### config.mk
export PLATFORM = sky130hd
export DESIGN_NAME = fdcd_score
export DESIGN_NICKNAME = d
export VERILOG_FILES = /design/src/hdl/fdcd_pkg.sv /design/src/hdl/fdcd_score.sv
export SDC_FILE = /design/constraint.sdc
export NUM_CORES = 1
export LEC_CHECK = 0
export CAP_MARGIN = 40
export CELL_PAD_IN_SITES_DETAIL_PLACEMENT = 1
export CELL_PAD_IN_SITES_GLOBAL_PLACEMENT = 1
export CORE_MARGIN = 8
export CORE_UTILIZATION = 49
export DETAILED_ROUTE_END_ITERATION = 10
export DONT_BUFFER_PORTS = 1
export PLACE_DENSITY = 0.91
export SKIP_LAST_GASP = 1
export SLEW_MARGIN = 5
export SYNTH_ARGS = -nofsm -noshare
export SYNTH_HDL_FRONTEND = slang
export SYNTH_SLANG_ARGS = --single-unit
### constraint.sdc
create_clock -name vclk -period 23.2
set_clock_uncertainty 0.15 [all_clocks]
set_input_delay 4.64 -clock vclk [all_inputs]
set_output_delay 4.64 -clock vclk [all_outputs]
set_load 0.005 [all_outputs]
### src/hdl/fdcd_pkg.sv
// ----------------------------------------------------------------------------
// fdcd_pkg
// Shared constants and types for the frame difference change detector.
// ----------------------------------------------------------------------------
package fdcd_pkg;

  localparam int FRAME_PIXELS = 65536;
  localparam int ADDR_W       = $clog2(FRAME_PIXELS);
  localparam int POS_W        = ADDR_W + 1;
  localparam int PIX_W        = 8;
  localparam int CNT_W        = 17;
  localparam int CFG_IDX_W    = 2;
  localparam int TDATA_IN_W   = 8;
  localparam int TDATA_OUT_W  = 32;
  localparam int TUSER_OUT_W  = 2;

  localparam logic [CNT_W-1:0] COUNT_MAX           = 17'd65536;
  localparam logic [PIX_W-1:0] PIXEL_THRESHOLD_RST = 8'd40;
  localparam logic [CNT_W-1:0] COUNT_THRESHOLD_RST = 17'd1000;

  // Register indexes of the configuration port
  localparam logic [CFG_IDX_W-1:0] REG_PIXEL_THRESHOLD = 2'd0;
  localparam logic [CFG_IDX_W-1:0] REG_COUNT_THRESHOLD = 2'd1;

  // Per-pixel flags carried alongside the memory read
  typedef struct packed {
    logic capturing;
    logic in_range;
    logic last;
  } pix_flags_t;

  // One scored result
  typedef struct packed {
    logic [PIX_W-1:0] diff_value;
    logic             capturing_reference;
    logic             frame_done;
    logic [CNT_W-1:0] changed_count;
    logic             frame_changed;
    logic [CNT_W-1:0] running_next;
  } score_t;

endpackage

### src/hdl/fdcd_score.sv
// ----------------------------------------------------------------------------
// fdcd_score
// Absolute difference against the reference pixel, thresholding and the
// saturating changed-pixel count for one pixel.
// ----------------------------------------------------------------------------
module fdcd_score
  import fdcd_pkg::*;
(
  input  logic [PIX_W-1:0] pixel,
  input  logic [PIX_W-1:0] ref_pixel,
  input  pix_flags_t       flags,
  input  logic [PIX_W-1:0] pixel_threshold,
  input  logic [CNT_W-1:0] count_threshold,
  input  logic [CNT_W-1:0] running_count,
  output score_t           score
);

  logic [PIX_W-1:0] diff;
  logic [CNT_W-1:0] count_next;
  logic             hit;

  always_comb begin
    if (!flags.capturing && flags.in_range) begin
      diff = (pixel >= ref_pixel) ? (pixel - ref_pixel) : (ref_pixel - pixel);
    end else begin
      diff = '0;
    end
    hit = (diff > pixel_threshold) && (running_count < COUNT_MAX);
    if (flags.capturing) begin
      count_next = '0;
    end else if (hit) begin
      count_next = running_count + CNT_W'(1);
    end else begin
      count_next = running_count;
    end

    score.diff_value          = diff;
    score.capturing_reference = flags.capturing;
    score.frame_done          = flags.last;
    score.changed_count       = count_next;
    score.frame_changed       = flags.last && !flags.capturing &&
                                (count_next > count_threshold);
    // restart the count at frame end
    score.running_next        = flags.last ? '0 : count_next;
  end

endmodule

==> reports/metrics.csv <==
metric,value,unit
die outline area,6290,sq um
synth unique cells,52,
GRT overflow,0,
endpoint required time on the critical path,18.41,ns
post-CTS resize count,0,
post-route setup slack,8.24,ns
net switching fraction of the power,59.9,%
Max Fclk,66.8,MHz
clkbuf count,0,
share of the yosys chip area belonging to registers,0,%
startpoint types,input port,
number of global-route vias before repair,2115,
nature of the critical path endpoint,output port,
final setup fails,0,
slowest library cell on the worst path,nor3_1,
Residual DRC,0,
cell types occupying the most area after synthesis,"ha_1, inv_1, nor2_1",
Starting DRT DRC Count,105,
fraction of power consumed by the clock network,0,%
count of yosys warnings during synthesis,0,
final layout net count,398,
power share of the sequential group,0,%
number of pins exceeding their max-slew limit in the final report,0,
crit path time final,14.96,ns
most area-hungry cell type in the Yosys netlist,ha_1,
sequential cell area in the final layout,0,sq um
Setup WS pre-CTS,8.30,ns
Worst Path Arrival,10.17,ns
dominant cell by count in the synthesized netlist,inv_1,
standby leakage power,0.00104,uW
HP Class,in2out,
first-pass GRT wire length,10.1,mm
post-DP HPWL,5.62,mm
wire length after detailed routing,6.25,mm
internal power consumption,15.4,uW
Initial Util,50.2,%
Layout area overhead,1.08,%
Worst IR Drop VDD,0.00000753,V
total number of vias,2039,
share of the synthesized area in the top cell type,25.5,%
hold buffer count at cts,0,
Tot GR Track Use,18.9,%
Avg Vias per Cell,5.94,
netlist area before placement,1960,sq um
peak per-stage delay on the critical path,0.58,ns
worst-path fanout max,8,
fin crit share,64.5,%
summed negative setup slack over all endpoints,0,ns
post-route antenna net violation count,0,
result of the run,finished clean,
Final Wtd Congestion,0.900,
Worst Tran Pin Value,0.672,ns
final hold vios,0,
Std-Cell Rows,23,
floorplan core area,3910,sq um
Chip Width,79.3,microns
port bufs,0,
Boundary Pins,106,
net switching power figure,23.0,uW
RSZ-0062 raised after global routing,no,
gate count after technology mapping,300,
number of antenna diodes,0,
Power per Cell Area,19.4,nW/um^2
start-to-end type of the worst setup path,in2out,
fill cell count,561,
count of flip-flops and latches,0,
synthesized area per cell,6.54,sq um
proportion of layout cells with a drive suffix above 1,4.44,%
routed len/inst,18.2,microns
Die Span Y,79.3,microns
most used standard cells in the synthesized netlist,"inv_1, nor2_1, ha_1, nand2_1, a21oi_1",
number of setup buffers added after CTS,0,
MaxCap Viol Count,0,
max-slew headroom at the worst pin,54.8,%
number of antenna violations at the first check in global routing,0,
TritonRoute pass-1 iters,4,
pin count of the biggest net entering global routing,22,
net count after synthesis,403,
area taken by multi-input logic gates,1740,sq um
Comb pwr share,100.0,%
-- worst max-delay path, delay by kind of cell --
| family | cells | cell delay [ns] |
|---|---|---|
| AND/OR/NAND/NOR | 10 | 2.05 |
| XOR/XNOR | 1 | 0.22 |
| adder cells (fa/ha/maj) | 4 | 1.12 |
| AO/OA/AOI/OAI | 9 | 2.03 |
| buffers and inverters | 2 | 0.08 |
-- routing by layer --
| metal | up-vias | wire length, microns | global-route usage [%] |
|---|---|---|---|
| met5 | - | 0 | 0 |
| met4 | 0 | 51 | 1.48 |
| met3 | 4 | 529 | 5.19 |
| met2 | 68 | 3110 | 34.3 |
| met1 | 958 | 2560 | 22.1 |
| li1 | 1009 | - | - |
-- cell type report --
| class | count | area share [%] |
|---|---|---|
| tap | 50 | 3.15 |
| inverter | 49 | 9.27 |
| multi-input combinational | 244 | 87.6 |
-- metrics by stage --
step                hold WS, ns  utilization, %  area, sq um  power, uW  std cells
finish                     9.13            50.7         1980       38.4        343
global route               9.13            50.7         1980       44.1        343
CTS                        9.13            50.7         1980       38.7        343
detailed placement         9.13            50.7         1980       38.5        343
global placement           9.13            50.7         1980       37.1        343
floorplan                  9.16               -         1960       31.1        300
-- kinds of logic after synthesis --
| group | share of synthesized area (%) |
|---|---|
| XOR/XNOR | 8.48 |
| buffers and inverters | 11.5 |
| adder cells (fa/ha/maj) | 28.1 |
| AND/OR/NAND/NOR | 29.1 |
| AO/OA/AOI/OAI | 21.4 |
| multiplexers | 1.53 |
-- placed cells by master, fill, tap and decap left out, types with 6 or more instances in the layout --
master,netlist,layout
xnor2_1,11,11
o21ai_0,10,10
a21o_1,6,6
inv_1,49,49
nor2_1,46,46
nand3_1,9,9
xor2_1,8,8
ha_1,40,40
a21oi_1,17,17
nand4_1,6,6
nand2_1,25,25
nor3_1,9,9
-- path summary, 6_finish.rpt --
path	cells past startpoint	slack (ns)	start	to
min	0	9.13	flags[0]	score[35]
max	26	8.24	pixel[0]	score[17]
-- power by group through the flow --
| stage | sequential [uW] | combinational [uW] | clock, uW |
|---|---|---|---|
| after floorplan | 0 | 31.1 | 0 |
| after global placement | 0 | 37.1 | 0 |
| after detailed placement | 0 | 38.5 | 0 |
| after CTS | 0 | 38.7 | 0 |
| after global routing | 0 | 44.1 | 0 |
| final | 0 | 38.4 | 0 |
Note: power is estimated with default switching activity, not from simulation.
